### config.mk
export PLATFORM = sky130hd
export DESIGN_NAME = ethernet_ipv4_header_classifier_unit
export DESIGN_NICKNAME = d
export VERILOG_FILES = /design/src/hdl/ehc_pkg.sv /design/src/hdl/ehc_capture.sv /design/src/hdl/ehc_classify.sv /design/src/hdl/ethernet_ipv4_header_classifier_unit.sv
export SDC_FILE = /design/constraint.sdc
export NUM_CORES = 1
export LEC_CHECK = 0
export BUFFER_PORTS_ARGS = -buffer_cell sky130_fd_sc_hd__buf_2
export CORE_ASPECT_RATIO = 1.1
export CORE_MARGIN = 10
export CORE_UTILIZATION = 25
export CTS_BUF_LIST = sky130_fd_sc_hd__clkbuf_8 sky130_fd_sc_hd__clkbuf_16
export DETAILED_ROUTE_END_ITERATION = 10
export SLEW_MARGIN = 10
export SYNTH_ARGS = -nofsm -noshare
export SYNTH_HDL_FRONTEND = slang
export SYNTH_SLANG_ARGS = --single-unit
export TNS_END_PERCENT = 1
### constraint.sdc
create_clock -name i_clk -period 12.6 [get_ports i_clk]
set_clock_uncertainty 0.2 [all_clocks]
set_input_delay 1.89 -clock i_clk [delete_from_list [all_inputs] [get_ports i_clk]]
set_output_delay 1.89 -clock i_clk [all_outputs]
set_load 0.02 [all_outputs]
### src/hdl/ehc_pkg.sv
// ----------------------------------------------------------------------------
// ehc_pkg
// types and constants shared by the ethernet ipv4 header classifier
// ----------------------------------------------------------------------------
package ehc_pkg;

    localparam int MAX_FRAME_DEF = 2048;

    localparam int SNAP_W   = 12;
    localparam int DATA_W   = 8;
    localparam int CLASS_W  = 3;
    localparam int RESULT_W = 168;

    localparam logic [SNAP_W-1:0] SNAP_RESET = 12'd2048;

    localparam int ETH_HDR  = 14;
    localparam int IPV4_MIN = 20;
    localparam int TCP_MIN  = 20;
    localparam int UDP_HDR  = 8;

    // byte offsets within the frame
    localparam int POS_ETYPE_HI = 12;
    localparam int POS_ETYPE_LO = 13;
    localparam int POS_IHL      = 14;
    localparam int POS_PROTO    = 23;
    localparam int POS_SRC_LO   = 26;
    localparam int POS_SRC_HI   = 29;
    localparam int POS_DST_LO   = 30;
    localparam int POS_DST_HI   = 33;

    // byte offsets within the layer-4 header
    localparam int L4_PORT_LAST = 3;
    localparam int L4_OFFS_BYTE = 12;
    localparam int L4_FLAG_BYTE = 13;

    localparam logic [15:0] ETYPE_IPV4 = 16'h0800;
    localparam logic [15:0] ETYPE_ARP  = 16'h0806;

    localparam logic [7:0] PROTO_ICMP = 8'd1;
    localparam logic [7:0] PROTO_TCP  = 8'd6;
    localparam logic [7:0] PROTO_UDP  = 8'd17;

    typedef enum logic [CLASS_W-1:0] {
        CLS_SHORT = 3'd0,
        CLS_TCP   = 3'd1,
        CLS_UDP   = 3'd2,
        CLS_ICMP  = 3'd3,
        CLS_IPV4  = 3'd4,
        CLS_ARP   = 3'd5,
        CLS_OTHER = 3'd6
    } t_pkt_class;

    // header fields captured while a frame streams in
    typedef struct packed {
        logic [15:0] type_reg;
        logic [3:0]  header_words;
        logic [7:0]  proto_reg;
        logic [31:0] src_addr_reg;
        logic [31:0] dst_addr_reg;
        logic [31:0] port_pair_reg;
        logic [15:0] l4_bytes_reg;
        logic [3:0]  tcp_offset_reg;
    } t_ehc_hdr;

    // one classification record
    typedef struct packed {
        t_pkt_class  packet_class;
        logic [15:0] ether_type;
        logic [11:0] frame_length;
        logic [31:0] source_ip;
        logic [31:0] dest_ip;
        logic [7:0]  ip_proto;
        logic [15:0] source_port;
        logic [15:0] dest_port;
        logic [7:0]  tcp_flag_bits;
        logic [7:0]  icmp_type_code;
        logic [7:0]  icmp_code_byte;
        logic [11:0] payload_length;
    } t_ehc_rec;

endpackage

### src/hdl/ehc_capture.sv
// ----------------------------------------------------------------------------
// ehc_capture
// counts kept frame bytes and latches the header fields byte by byte
// ----------------------------------------------------------------------------
module ehc_capture #(
    parameter int MAX_FRAME = ehc_pkg::MAX_FRAME_DEF
) (
    input  logic                             i_clk,
    input  logic                             i_rst_n,
    input  logic                             i_take,
    input  logic [ehc_pkg::DATA_W-1:0]       i_byte,
    input  logic                             i_last,
    input  logic [ehc_pkg::SNAP_W-1:0]       i_snap_length,
    output ehc_pkg::t_ehc_hdr                o_hdr,
    output logic [$clog2(MAX_FRAME+1)-1:0]   o_len
);
    import ehc_pkg::*;

    localparam int PW = $clog2(MAX_FRAME + 1);

    logic [PW-1:0] r_pos;
    t_ehc_hdr      r_hdr;

    logic [PW-1:0] n_pos;
    t_ehc_hdr      n_hdr;
    logic          snap_small;
    logic [PW-1:0] limit;
    logic          keep;
    logic [3:0]    hw_eff;
    logic [PW-1:0] l4_start;
    logic [PW-1:0] rel;
    logic          in_l4;

    always_comb begin
        snap_small = (i_snap_length != '0) && (32'(i_snap_length) < 32'(MAX_FRAME));
        limit      = snap_small ? PW'(i_snap_length) : PW'(MAX_FRAME);
        keep       = r_pos < limit;

        // the ihl byte itself already moves the layer-4 start
        hw_eff   = (r_pos == PW'(POS_IHL)) ? i_byte[3:0] : r_hdr.header_words;
        l4_start = PW'(ETH_HDR) + PW'({hw_eff, 2'b00});
        rel      = r_pos - l4_start;
        in_l4    = r_pos >= l4_start;

        n_hdr = r_hdr;
        n_pos = r_pos;
        if (keep) begin
            n_pos = r_pos + PW'(1);
            if (r_pos == PW'(POS_ETYPE_HI)) begin
                n_hdr.type_reg[15:8] = i_byte;
            end
            if (r_pos == PW'(POS_ETYPE_LO)) begin
                n_hdr.type_reg[7:0] = i_byte;
            end
            if (r_pos == PW'(POS_IHL)) begin
                n_hdr.header_words = i_byte[3:0];
            end
            if (r_pos == PW'(POS_PROTO)) begin
                n_hdr.proto_reg = i_byte;
            end
            if (r_pos >= PW'(POS_SRC_LO) && r_pos <= PW'(POS_SRC_HI)) begin
                n_hdr.src_addr_reg = {r_hdr.src_addr_reg[23:0], i_byte};
            end
            if (r_pos >= PW'(POS_DST_LO) && r_pos <= PW'(POS_DST_HI)) begin
                n_hdr.dst_addr_reg = {r_hdr.dst_addr_reg[23:0], i_byte};
            end
            if (in_l4) begin
                if (rel <= PW'(L4_PORT_LAST)) begin
                    n_hdr.port_pair_reg = {r_hdr.port_pair_reg[23:0], i_byte};
                end
                if (rel == PW'(L4_OFFS_BYTE)) begin
                    n_hdr.l4_bytes_reg[15:8] = i_byte;
                    n_hdr.tcp_offset_reg     = i_byte[7:4];
                end
                if (rel == PW'(L4_FLAG_BYTE)) begin
                    n_hdr.l4_bytes_reg[7:0] = i_byte;
                end
            end
        end

        o_hdr = n_hdr;
        o_len = (n_pos < limit) ? n_pos : limit;
    end

    always_ff @(posedge i_clk) begin
        if (!i_rst_n) begin
            r_pos <= '0;
            r_hdr <= '0;
        end else if (i_take) begin
            if (i_last) begin
                r_pos <= '0;
                r_hdr <= '0;
            end else begin
                r_pos <= n_pos;
                r_hdr <= n_hdr;
            end
        end
    end

endmodule

### src/hdl/ehc_classify.sv
// ----------------------------------------------------------------------------
// ehc_classify
// turns the captured header fields of a finished frame into one record
// ----------------------------------------------------------------------------
module ehc_classify #(
    parameter int MAX_FRAME = ehc_pkg::MAX_FRAME_DEF
) (
    input  ehc_pkg::t_ehc_hdr                i_hdr,
    input  logic [$clog2(MAX_FRAME+1)-1:0]   i_len,
    output ehc_pkg::t_ehc_rec                o_rec
);
    import ehc_pkg::*;

    localparam int PW = $clog2(MAX_FRAME + 1);

    logic [PW-1:0] ip_len;
    logic [PW-1:0] ihl;
    logic [PW-1:0] l4_len;
    logic [PW-1:0] tcp_off;
    logic          is_ipv4;

    always_comb begin
        ip_len  = i_len - PW'(ETH_HDR);
        ihl     = PW'({i_hdr.header_words, 2'b00});
        l4_len  = ip_len - ihl;
        tcp_off = PW'({i_hdr.tcp_offset_reg, 2'b00});
        is_ipv4 = (i_hdr.type_reg == ETYPE_IPV4) && (i_len >= PW'(ETH_HDR + IPV4_MIN));

        o_rec              = '0;
        o_rec.packet_class = CLS_SHORT;
        o_rec.frame_length = 12'(i_len);

        if (i_len >= PW'(ETH_HDR)) begin
            o_rec.ether_type = i_hdr.type_reg;
            if (is_ipv4) begin
                o_rec.ip_proto     = i_hdr.proto_reg;
                o_rec.packet_class = CLS_IPV4;
                o_rec.source_ip    = i_hdr.src_addr_reg;
                o_rec.dest_ip      = i_hdr.dst_addr_reg;
                if (i_hdr.proto_reg == PROTO_TCP && ip_len >= ihl + PW'(TCP_MIN)) begin
                    o_rec.packet_class   = CLS_TCP;
                    o_rec.source_port    = i_hdr.port_pair_reg[31:16];
                    o_rec.dest_port      = i_hdr.port_pair_reg[15:0];
                    o_rec.tcp_flag_bits  = i_hdr.l4_bytes_reg[7:0];
                    // data offset past the kept bytes gives no payload
                    o_rec.payload_length = (l4_len > tcp_off) ? 12'(l4_len - tcp_off) : '0;
                end else if (i_hdr.proto_reg == PROTO_UDP &&
                             ip_len >= ihl + PW'(UDP_HDR)) begin
                    o_rec.packet_class   = CLS_UDP;
                    o_rec.source_port    = i_hdr.port_pair_reg[31:16];
                    o_rec.dest_port      = i_hdr.port_pair_reg[15:0];
                    o_rec.payload_length = 12'(l4_len - PW'(UDP_HDR));
                end else if (i_hdr.proto_reg == PROTO_ICMP &&
                             ip_len >= ihl + PW'(UDP_HDR)) begin
                    o_rec.packet_class   = CLS_ICMP;
                    o_rec.icmp_type_code = i_hdr.port_pair_reg[31:24];
                    o_rec.icmp_code_byte = i_hdr.port_pair_reg[23:16];
                    o_rec.payload_length = 12'(l4_len);
                end else begin
                    // layer-4 header missing or unknown protocol: no addresses
                    o_rec.source_ip = '0;
                    o_rec.dest_ip   = '0;
                end
            end else if (i_hdr.type_reg == ETYPE_ARP) begin
                o_rec.packet_class = CLS_ARP;
            end else begin
                o_rec.packet_class = CLS_OTHER;
            end
        end
    end

endmodule

### src/hdl/ethernet_ipv4_header_classifier_unit.sv
// ----------------------------------------------------------------------------
// ethernet_ipv4_header_classifier_unit
// byte-stream ethernet / ipv4 / layer-4 header classifier
// ----------------------------------------------------------------------------
// Takes one frame byte per cycle on the slave stream (tlast on the final
// byte) and emits one classification record per frame on the master stream
// from the output register, after the frame end has passed the capture and
// record stages. Bytes beyond the kept length (snap length, or MAX_FRAME
// when the snap length is zero or larger) are accepted and ignored. The
// input stalls only when a frame end reaches the capture stage while the
// previous record is still held, unread, in both the record stage and the
// output register; otherwise a byte is taken every cycle. Configuration
// writes are always taken and should be made between frames.
module ethernet_ipv4_header_classifier_unit #(
    parameter int MAX_FRAME = ehc_pkg::MAX_FRAME_DEF
) (
    input  logic                             i_clk,
    input  logic                             i_rst_n,
    // data_byte [7:0]
    input  logic [ehc_pkg::DATA_W-1:0]       s_axis_tdata,
    input  logic                             s_axis_tlast,
    input  logic                             s_axis_tvalid,
    output logic                             s_axis_tready,
    // ether_type [15:0], frame_length [27:16], source_ip [59:28],
    // dest_ip [91:60], ip_proto [99:92], source_port [115:100],
    // dest_port [131:116], tcp_flag_bits [139:132], icmp_type_code [147:140],
    // icmp_code_byte [155:148], payload_length [167:156]
    output logic [ehc_pkg::RESULT_W-1:0]     m_axis_tdata,
    // packet_class [2:0]
    output logic [ehc_pkg::CLASS_W-1:0]      m_axis_tuser,
    output logic                             m_axis_tvalid,
    input  logic                             m_axis_tready,
    // snap_length [11:0]
    input  logic [ehc_pkg::SNAP_W-1:0]       i_cfg_data,
    input  logic                             i_cfg_valid,
    output logic                             o_cfg_ready
);
    import ehc_pkg::*;

    localparam int PW = $clog2(MAX_FRAME + 1);

    logic [SNAP_W-1:0] r_snap;

    logic              r_s1_valid;
    logic [DATA_W-1:0] r_s1_byte;
    logic              r_s1_last;

    logic              r_s2_valid;
    t_ehc_hdr          r_s2_hdr;
    logic [PW-1:0]     r_s2_len;

    logic              r_out_valid;
    t_ehc_rec          r_out_rec;

    logic              s2_go;
    logic              s2_free;
    logic              s1_go;
    t_ehc_hdr          n_hdr;
    logic [PW-1:0]     n_len;
    t_ehc_rec          n_rec;

    assign s2_go         = r_s2_valid && (!r_out_valid || m_axis_tready);
    assign s2_free       = !r_s2_valid || s2_go;
    // bytes that end no frame never wait on the record path
    assign s1_go         = r_s1_valid && (!r_s1_last || s2_free);
    assign s_axis_tready = !r_s1_valid || s1_go;
    assign o_cfg_ready   = 1'b1;

    ehc_capture #(
        .MAX_FRAME     (MAX_FRAME)
    ) u_capture (
        .i_clk         (i_clk),
        .i_rst_n       (i_rst_n),
        .i_take        (s1_go),
        .i_byte        (r_s1_byte),
        .i_last        (r_s1_last),
        .i_snap_length (r_snap),
        .o_hdr         (n_hdr),
        .o_len         (n_len)
    );

    ehc_classify #(
        .MAX_FRAME (MAX_FRAME)
    ) u_classify (
        .i_hdr     (r_s2_hdr),
        .i_len     (r_s2_len),
        .o_rec     (n_rec)
    );

    always_ff @(posedge i_clk) begin
        if (!i_rst_n) begin
            r_snap      <= SNAP_RESET;
            r_s1_valid  <= 1'b0;
            r_s2_valid  <= 1'b0;
            r_out_valid <= 1'b0;
        end else begin
            if (i_cfg_valid && o_cfg_ready) begin
                r_snap <= i_cfg_data;
            end
            if (s_axis_tready) begin
                r_s1_valid <= s_axis_tvalid;
            end
            if (s1_go && r_s1_last) begin
                r_s2_valid <= 1'b1;
            end else if (s2_go) begin
                r_s2_valid <= 1'b0;
            end
            if (s2_go) begin
                r_out_valid <= 1'b1;
            end else if (m_axis_tready) begin
                r_out_valid <= 1'b0;
            end
        end
    end

    always_ff @(posedge i_clk) begin
        if (s_axis_tready && s_axis_tvalid) begin
            r_s1_byte <= s_axis_tdata;
            r_s1_last <= s_axis_tlast;
        end
        if (s1_go && r_s1_last) begin
            r_s2_hdr <= n_hdr;
            r_s2_len <= n_len;
        end
        if (s2_go) begin
            r_out_rec <= n_rec;
        end
    end

    assign m_axis_tvalid = r_out_valid;
    assign m_axis_tuser  = r_out_rec.packet_class;
    assign m_axis_tdata  = {r_out_rec.payload_length,
                            r_out_rec.icmp_code_byte,
                            r_out_rec.icmp_type_code,
                            r_out_rec.tcp_flag_bits,
                            r_out_rec.dest_port,
                            r_out_rec.source_port,
                            r_out_rec.ip_proto,
                            r_out_rec.dest_ip,
                            r_out_rec.source_ip,
                            r_out_rec.frame_length,
                            r_out_rec.ether_type};

endmodule

Yosys cells after proc, flatten, opt, wreduce, memory -nomap -nowiden
Index checks and enable logic that the tools add are counted.
{ "totals": {"input_bits": 26, "word_cells": 133, "output_inout_bits": 174, "register_bits": 499} }
{ "classes": {"mux": 35, "n_reduce_logical": 25, "add_sub_neg": 9, "bitwise": 3, "eq_ne": 11, "magnitude_cmp": 14} }
{ "ops": {"columns": ["cell", "n"], "rows": [
  ["2-to-1 mux 144 bit", 2],
  ["2-to-1 mux 64 bit", 3],
  ["2-to-1 mux 32 bit", 5],
  ["2-to-1 mux 12 bit", 8],
  ["equality test 12 x 4 -> 1 bit (second input constant)", 5],
  ["2-to-1 mux 52 bit", 1],
  ["2-to-1 mux 8 bit", 5],
  ["greater-or-equal comparator 12 bit", 3],
  ["equality test 16 x 12 -> 1 bit (second input constant)", 2],
  ["greater-or-equal comparator 12 x 5 -> 1 bit (second input constant)", 2],
  ["< comparator 12 bit", 2],
  ["subtractor 12 x 4 -> 12 bit (second input constant)", 2],
  ["subtractor 12 x 6 -> 12 bit", 2],
  ["adder 12 x 1 -> 12 bit (second input constant)", 1],
  ["equality test 12 x 5 -> 1 bit (second input constant)", 1],
  ["greater-or-equal comparator 12 x 4 -> 1 bit (second input constant)", 1],
  ["greater-or-equal comparator 12 x 6 -> 1 bit (second input constant)", 1],
  ["greater-than comparator 12 x 6 -> 1 bit", 1],
  ["less-or-equal comparator 12 x 2 -> 1 bit (second input constant)", 1],
  ["less-or-equal comparator 12 x 5 -> 1 bit (second input constant)", 1],
  ["less-or-equal comparator 12 x 6 -> 1 bit (second input constant)", 1],
  ["< comparator 12 bit (second input constant)", 1],
  ["2-to-1 mux 3 bit", 4],
  ["nonzero test 12 bit", 1],
  ["18 further kinds", 41]
]} }

Logic depth before layout (Yosys ltp)
Gate-level depths: netlist of the first run.
{ "depth": {"ltp_word": 9, "ltp_mapped": 22, "mapped_depth_nobuf": 19} }

Hierarchy
A second synthesis of the first run with hierarchy kept.
{ "unflattened": {"cells_unflattened": 1832, "hier_area_um2": 22863.2} }
{ "modules_own_cells": {"columns": ["module", "area_per_inst_um2", "n_inst", "cells_per_inst"], "rows": [
  ["ethernet_ipv4_header_classifier_unit", 10695.3, 1, 393],
  ["ehc_capture", 9354.0, 1, 1017],
  ["ehc_classify", 2813.9, 1, 422]
]} }

Worst setup path before layout of the first run
OpenSTA, ideal clock, no wires.
{ "synth_path": {"path_type": "input port to flip-flop", "from": "in m_axis_tready", "to": "reg r_out_rec (netlist bit m_axis_tdata[0]) (enable)", "setup_time_ns": 0.725, "arrival_ns": 9.517, "stages": 2, "setup_slack_ns": 2.158, "t_required_ns": 11.675, "cell_sequence": "nor2b_1 -> nor2b_1"} }
{ "synth_via": {"elab_chain_cells": 2} }
{ "synth_rtl": {"columns": ["item", "line", "source"], "rows": [
  ["from (decl)", "ethernet_ipv4_header_classifier_unit.sv:32", "input logic m_axis_tready,"],
  ["logical OR 1 bit", "ethernet_ipv4_header_classifier_unit.sv:62", "assign s2_go = r_s2_valid && (!r_out_valid || m_axis_tready);"],
  ["logical AND 1 bit", "ethernet_ipv4_header_classifier_unit.sv:62", null],
  ["named net s2_go", "ethernet_ipv4_header_classifier_unit.sv:55", "logic s2_go;"],
  ["to (signal assigned)", "ethernet_ipv4_header_classifier_unit.sv:126", "r_out_rec <= n_rec;"],
  ["to (decl)", "ethernet_ipv4_header_classifier_unit.sv:53", "t_ehc_rec r_out_rec;"]
]} }
The timed path passes the listed nets, and every way through them passes these cells.
A chain may end at the register's enable or synchronous reset.

==> results.json, run 1 <==
{
  "grt_pass1_vias": 14469,
  "timing.fmax_mhz": 160.7,
  "cp_max_fo": 26,
  "power.leakage_nw": 9.579,
  "hold_end": "u_capture.r_hdr[113]$_SDFFE_PN0P_",
  "power.switching_mw": 0.7910,
  "power.density_mw_per_mm2": 135.2,
  "rr_worst_depth": 14,
  "fin_crit_ns": 6.224,
  "dr.pass1.iters": 7,
  "synth_edf_count": 328,
  "status": "completed",
  "synthArstFlopShare_pct": 0,
  "vdd_drop_max_v": 0.00009371,
  "clock_path_buffers": 3,
  "dpl.cell_count": 2988,
  "crit_top_cell": "or3_1",
  "pwr-share-comb_pct": 4.4,
  "swShare_pct": 22.71,
  "path_delay_family": "simple AND/OR/NAND/NOR gates",
  "min_period_over_period_pct": 49.40,
  "wl_um": 59500,
  "finalHoldViolCount": 0,
  "drt_iter0_drc": 826,
  "vias": 14264,
  "start_util_pct": 25.19,
  "portBuffers": 198,
  "dieHeight_um": 329.5,
  "min_path_cells": 1,
  "postCtsSetupBuffers": 0,
  "yosysUniqueCellTypes": 80,
  "syn_to_final_growth_pct": 18.34,
  "drv_slew": 0,
  "hpwl_um": 41300,
  "cts_tree": "done",
  "synth_warnings": 0,
  "antenna_cells": 0,
  "ys_seq_elements": 491,
  "io_pins": 200,
  "gp_congestion": 0.8346,
  "route.detailed.wl_per_inst_um": 19.26,
  "grt_setup_unrepaired": "false",
  "die_x_um": 301.3,
  "critPathCaptureType": "register",
  "power_frac_clock_pct": 45.0,
  "cp-start-kind": "register",
  "cts_buffers": 54,
  "reg2reg_slack_ns": 6.38,
  "intPower_mw": 2.692,
  "grt_max_degree": 79,
  "syn-cell-area_sq_mm": 0.02176,
  "cts_max_level": 2,
  "worstPathCellList": "or3_1 -> nor4_1 -> nor2b_1 -> and3_1 -> mux2i_1 -> ha_1 -> or3_1 -> ha_1 -> or3_1 -> a221o_1 -> o21ai_1 -> nand4_1 -> nor2_1 -> mux2_2",
  "crit_start": "u_capture.r_pos[11]$_SDFFE_PN0P_",
  "slew_headroom_pct": 25.47,
  "coreArea_sq_mm": 0.08639,
  "viasPerCell": 4.618,
  "multi_input_area_sq_mm": 0.008095,
  "cp.depth": 14,
  "dieArea_sq_mm": 0.09927,
  "mostFrequentLayoutCell": "edfxtp_1",
  "postCtsResizedCells": 0,
  "worst_pin_slew_ns": 1.118,
  "nNetsFinal": 1979,
  "arrival_ns": 6.37,
  "track_usage_pct": 11.53,
  "final_cell_mix": "edfxtp_1, buf_2, dfxtp_1",
  "syn_avg_cell_area_sq_um": 12.57,
  "r2r-start": "u_capture.r_pos[11]$_SDFFE_PN0P_",
  "cts.clk_slew.worst_paths_ns": 0.06,
  "grt_antenna_before_repair": 0,
  "p_seq_share_pct": 50.5,
  "finalSetupTns_ns": 0,
  "drv_cap": 0,
  "fin_cells": 3089,
  "root_buffer": "clkbuf_16",
  "drc_errors": 0,
  "overflow": 0,
  "slowest_stage": "nand4_1",
  "fill_cells": 8605,
  "setup_viol": 0,
  "cts_sinks": 491,
  "max_stage_delay_ns": 0.81,
  "ant_nets": 0,
  "cp_data_required_time_ns": 12.75,
  "cts_hold_buffers": 0,
  "netlist_instances": 1732,
  "crit_buf_inv": 0,
  "seqCellArea_sq_mm": 0.01311,
  "drive_gt1_share_pct": 24.34,
  "regToRegEndpoint": "r_s2_hdr[2]$_DFFE_PP_",
  "grt_pass1_wl_um": 89680,
  "critPathKind": "register to register",
  "yosysSeqAreaShare_pct": 60.25,
  "ys.flop_type": "edfxtp_1",
  "min-delay-start": "u_capture.r_hdr[113]$_SDFFE_PN0P_",
  "rows": 113,
  "min-delay-path-class": "register to register",
  "clock_latency_ns": 0.62,
  "synth_fp_nets": 1817
}
[worst reg2reg max path: cells and delay by family (launching register included)]
kind            cells  cell delay [ns]
compound gates      2             0.45
fa+ha+maj           2             0.58
flops               1             0.34
mux                 2             0.60
simple gates        8             3.80
[per-stage QoR]
stage,area (sq um),util [%],hold slack [ns],total power [mW],worst slack (ns)
after floorplan,21760,-,0.2206,1.892,2.158
after global placement,23960,27.74,0.2497,1.946,6.466
after detailed placement,23960,27.74,0.2499,1.951,6.416
after CTS,25760,29.81,0.2677,3.539,6.385
after global routing,25760,29.81,0.2903,3.614,5.826
final,25760,29.81,0.2679,3.483,6.376
[how the worst max path moves through the flow]
| stage | slack (ns) | end |
|---|---|---|
| 2_1_floorplan | 2.16 | m_axis_tdata[0]$_SDFFCE_PP0P_ |
| 3_3_place_gp | 6.47 | r_s2_hdr[27]$_DFFE_PP_ |
| 3_5_place_dp | 6.42 | r_s2_hdr[2]$_DFFE_PP_ |
| 4_1_cts | 6.38 | r_s2_hdr[27]$_DFFE_PP_ |
| 5_1_grt | 5.83 | r_s2_hdr[0]$_DFFE_PP_ |
| 6_report | 6.38 | r_s2_hdr[2]$_DFFE_PP_ |
[logic make-up after synthesis]
group,Yosys count,synth area share [%]
compound gates,320,10.96
simple gates,505,12.70
flops,491,60.25
other cells,1,0.01723
buf+inv,157,2.846
mux,156,7.933
fa+ha+maj,59,3.530
xor+xnor,43,1.765
[registers in the layout (all words and copies together), names as in the netlist]
name / cells
m_axis_tdata: 168
r_s2_hdr: 136
u_capture.r_hdr: 136
r_s2_len: 12
r_snap: 12
u_capture.r_pos: 12
r_s1_byte: 8
m_axis_tuser: 3
m_axis_tvalid: 1
r_s1_last: 1
r_s1_valid: 1
r_s2_valid: 1
[power by group through the flow]
stage | registers [mW] | clock network, mW | logic, mW
after floorplan | 1.80 | 0 | 0.0928
after CTS | 1.76 | 1.62 | 0.156
after global routing | 1.76 | 1.68 | 0.169
final | 1.76 | 1.57 | 0.154
after global placement | 1.80 | 0 | 0.151
after detailed placement | 1.80 | 0 | 0.155
[synth_stat cells, types with 7 or more instances]
cell type	count	share of area [%]
nand3_1	23	0.53
a21oi_1	31	0.71
o31ai_1	7	0.24
nor2_1	35	0.60
buf_2	9	0.21
and3_1	62	1.8
nand2b_1	12	0.34
nand2_1	125	2.2
edfxtp_1	328	45
xor2_1	15	0.60
o31a_1	7	0.28
nor2b_1	68	2.0
a21boi_0	7	0.24
a22o_1	73	2.9
xnor2_1	27	1.1
o22ai_1	13	0.37
a211oi_1	13	0.45
dfxtp_1	163	15
and2_1	86	2.5
inv_1	43	0.74
nand4_1	10	0.29
mux2i_1	24	1.1
nor3_1	21	0.48
ha_1	55	3.2
or3_1	26	0.75
nor4_1	8	0.23
a21o_1	13	0.45
a32oi_1	20	0.80
o211ai_1	22	0.76
a22oi_1	13	0.45
clkbuf_1	96	1.7
o21ai_0	54	1.2
mux2_2	132	6.8
[cell type report]
class / count / share of cell area [%]
tap: 1150 / 5.587
multi-input combinational: 1084 / 31.43
clock buffer: 59 / 5.601
inverter: 43 / 0.6267
timing repair buffer: 220 / 4.489
clock inverter: 42 / 1.355
sequential: 491 / 50.91
[routing by layer]
layer	up-vias	part of all wire [%]	global-route usage [%]
met2	387	49	19.69
met4	0	2.5	3.571
li1	6774	-	-
met5	-	0	0
met1	7002	44	14.69
met3	101	4.8	1.930
(Power assumes the default switching activity.)
==> run 2: changes to the inputs <==
- clock period: 12.6 -> 5.6 ns (I/O delays scaled with it)
==> results.json, run 2 (synthesis gave the netlist of run 1 again) <==
{
  "drv_slew": 0,
  "finalSetupTns_ns": 0,
  "ant_nets": 0,
  "clock_latency_ns": 0.62,
  "track_usage_pct": 11.53,
  "dr.max_layer_used": "met5",
  "drive_gt1_share_pct": 25.23,
  "wl_met3_um": 2917,
  "power.leakage_nw": 9.760,
  "slew_headroom_pct": 31.10,
  "hold_end": "r_s1_byte[4]$_DFFE_PP_",
  "route.detailed.wl_per_inst_um": 19.11,
  "utilization_pct": 30.10,
  "dieHeight_um": 329.5,
  "cts_buffers": 54,
  "io_pins": 200,
  "grt_setup_unrepaired": "false",
  "setup_viol": 0,
  "grt_antenna_before_repair": 3,
  "cts_sinks": 491,
  "hpwl_um": 41770,
  "cts_tree": "done",
  "drv_cap": 0,
  "cts_max_level": 2,
  "fin_crit_ns": 5.127,
  "rr_worst_depth": 15,
  "vias": 14277,
  "grt_pass1_wl_um": 90120,
  "gp_congestion": 0.8244,
  "clock_path_buffers": 3,
  "cp_data_required_time_ns": 5.88,
  "root_buffer": "clkbuf_16",
  "cts.clk_slew.worst_paths_ns": 0.06,
  "coreArea_sq_mm": 0.08639,
  "min_path_cells": 1,
  "min-delay-start": "s_axis_tdata[4]",
  "worst_pin_slew_ns": 1.030,
  "mostFrequentLayoutCell": "edfxtp_1",
  "grt_pass1_vias": 14598,
  "dieArea_sq_mm": 0.09927,
  "min_period_over_period_pct": 91.56,
  "status": "completed",
  "vdd_drop_max_v": 0.0002079,
  "power_frac_clock_pct": 45.7,
  "finalHoldViolCount": 0,
  "cp_max_fo": 10,
  "start_util_pct": 25.19,
  "r2r-start": "u_capture.r_pos[11]$_SDFFE_PN0P_",
  "die_x_um": 301.3,
  "portBuffers": 198,
  "critPathCaptureType": "register",
  "grt_max_degree": 74,
  "largest_reg_flops": 168,
  "fill_cells": 8707,
  "viasPerCell": 4.585,
  "arrival_ns": 5.41,
  "intPower_mw": 6.168,
  "m1WireLength_um": 26310,
  "rows": 113,
  "cp-start-kind": "register",
  "nNetsFinal": 2002,
  "p_seq_share_pct": 49.9,
  "regToRegEndpoint": "u_capture.r_hdr[10]$_SDFFE_PN0P_",
  "timing.fmax_mhz": 195.0,
  "syn_to_final_growth_pct": 19.48,
  "swShare_pct": 22.26,
  "drt_iter0_drc": 942,
  "drc_errors": 0,
  "crit_start": "u_capture.r_pos[11]$_SDFFE_PN0P_",
  "pwr-share-comb_pct": 4.4,
  "reg2reg_slack_ns": 0.47,
  "power.switching_mw": 1.767,
  "critPathKind": "register to register",
  "overflow": 0,
  "power.density_mw_per_mm2": 305.1,
  "dr.pass1.iters": 5,
  "min-delay-path-class": "input pin to register",
  "wl_met2_um": 28940,
  "wl_um": 59500,
  "final_cell_mix": "edfxtp_1, buf_2, dfxtp_1"
}
-- run 2: routing by layer --
metal  track usage (%)  vias up
met5                 0        -
met4             3.290        2
met3             2.147       79
met2             19.48      331
met1             14.82     7043
li1                  -     6822
-- run 2: worst max-delay path by stage --
| stage | to | slack, ns | cells after the start |
|---|---|---|---|
| CTS | r_s2_len[9]$_DFFE_PP_ | 0.23 | 15 |
| detailed placement | r_s2_len[9]$_DFFE_PP_ | 0.24 | 15 |
| global placement | r_s2_len[7]$_DFFE_PP_ | 0.20 | 14 |
| finish | u_capture.r_hdr[10]$_SDFFE_PN0P_ | 0.47 | 15 |
| floorplan | r_s2_hdr[0]$_DFFE_PP_ | -0.06 | 4 |
| global route | u_capture.r_hdr[9]$_SDFFE_PN0P_ | 0.08 | 15 |
-- run 2: layout make-up --
cell class                      instances  area, sq um  area share [%]
Inverter                               43        161.4          0.6207
Clock buffer                           63         1509           5.803
Antenna cell                            2        5.005         0.01925
Timing Repair Buffer                  243         1329           5.110
Tap cell                             1150         1439           5.533
Sequential cell                       491        13110           50.43
Multi-Input combinational cell       1084         8099           31.15
Clock inverter                         38        349.1           1.342
-- run 2: power by group through the flow --
stage	Combinational (mW)	Clock, mW	Sequential [mW]
after CTS	0.357	3.74	3.96
final	0.351	3.63	3.96
after global routing	0.386	3.87	3.96
after global placement	0.348	0	4.03
after floorplan	0.209	0	4.03
after detailed placement	0.356	0	4.04
-- run 2: through the flow --
step / power, mW / instance area (sq um) / setup slack, ns / hold WS [ns] / cells
after global routing: 8.222 / 26000 / 0.08472 / 0.1779 / 3112
after detailed placement: 4.391 / 24140 / 0.2428 / 0.2539 / 3011
after floorplan: 4.243 / 21770 / -0.06110 / 0.2206 / 1732
after CTS: 8.053 / 25990 / 0.2325 / 0.1608 / 3112
final: 7.934 / 26000 / 0.4729 / 0.2002 / 3114
after global placement: 4.382 / 24140 / 0.2038 / 0.2499 / 3011
-- run 2: worst max-delay path, stage by stage (launching register included) --
cell	delay, ns
dfxtp_1	0.35
or3_1	0.47
nor4_1	0.23
nor2b_1	0.20
and3_1	0.33
mux2i_1	0.36
ha_1	0.30
ha_1	0.33
xor2_1	0.27
nand2_1	0.16
a2111oi_0	0.73
buf_4	0.22
nand4_1	0.10
buf_4	0.22
a21o_1	0.26
a22o_1	0.26
-- run 2: timing repair --
action / 4_1_cts / 5_1_grt
endpoints found under the setup margin: 0 / 7
setup buffers: 0 / 0
resized for setup: 0 / 1
endpoints found under the hold margin: 0 / 0
hold buffers: 0 / 0
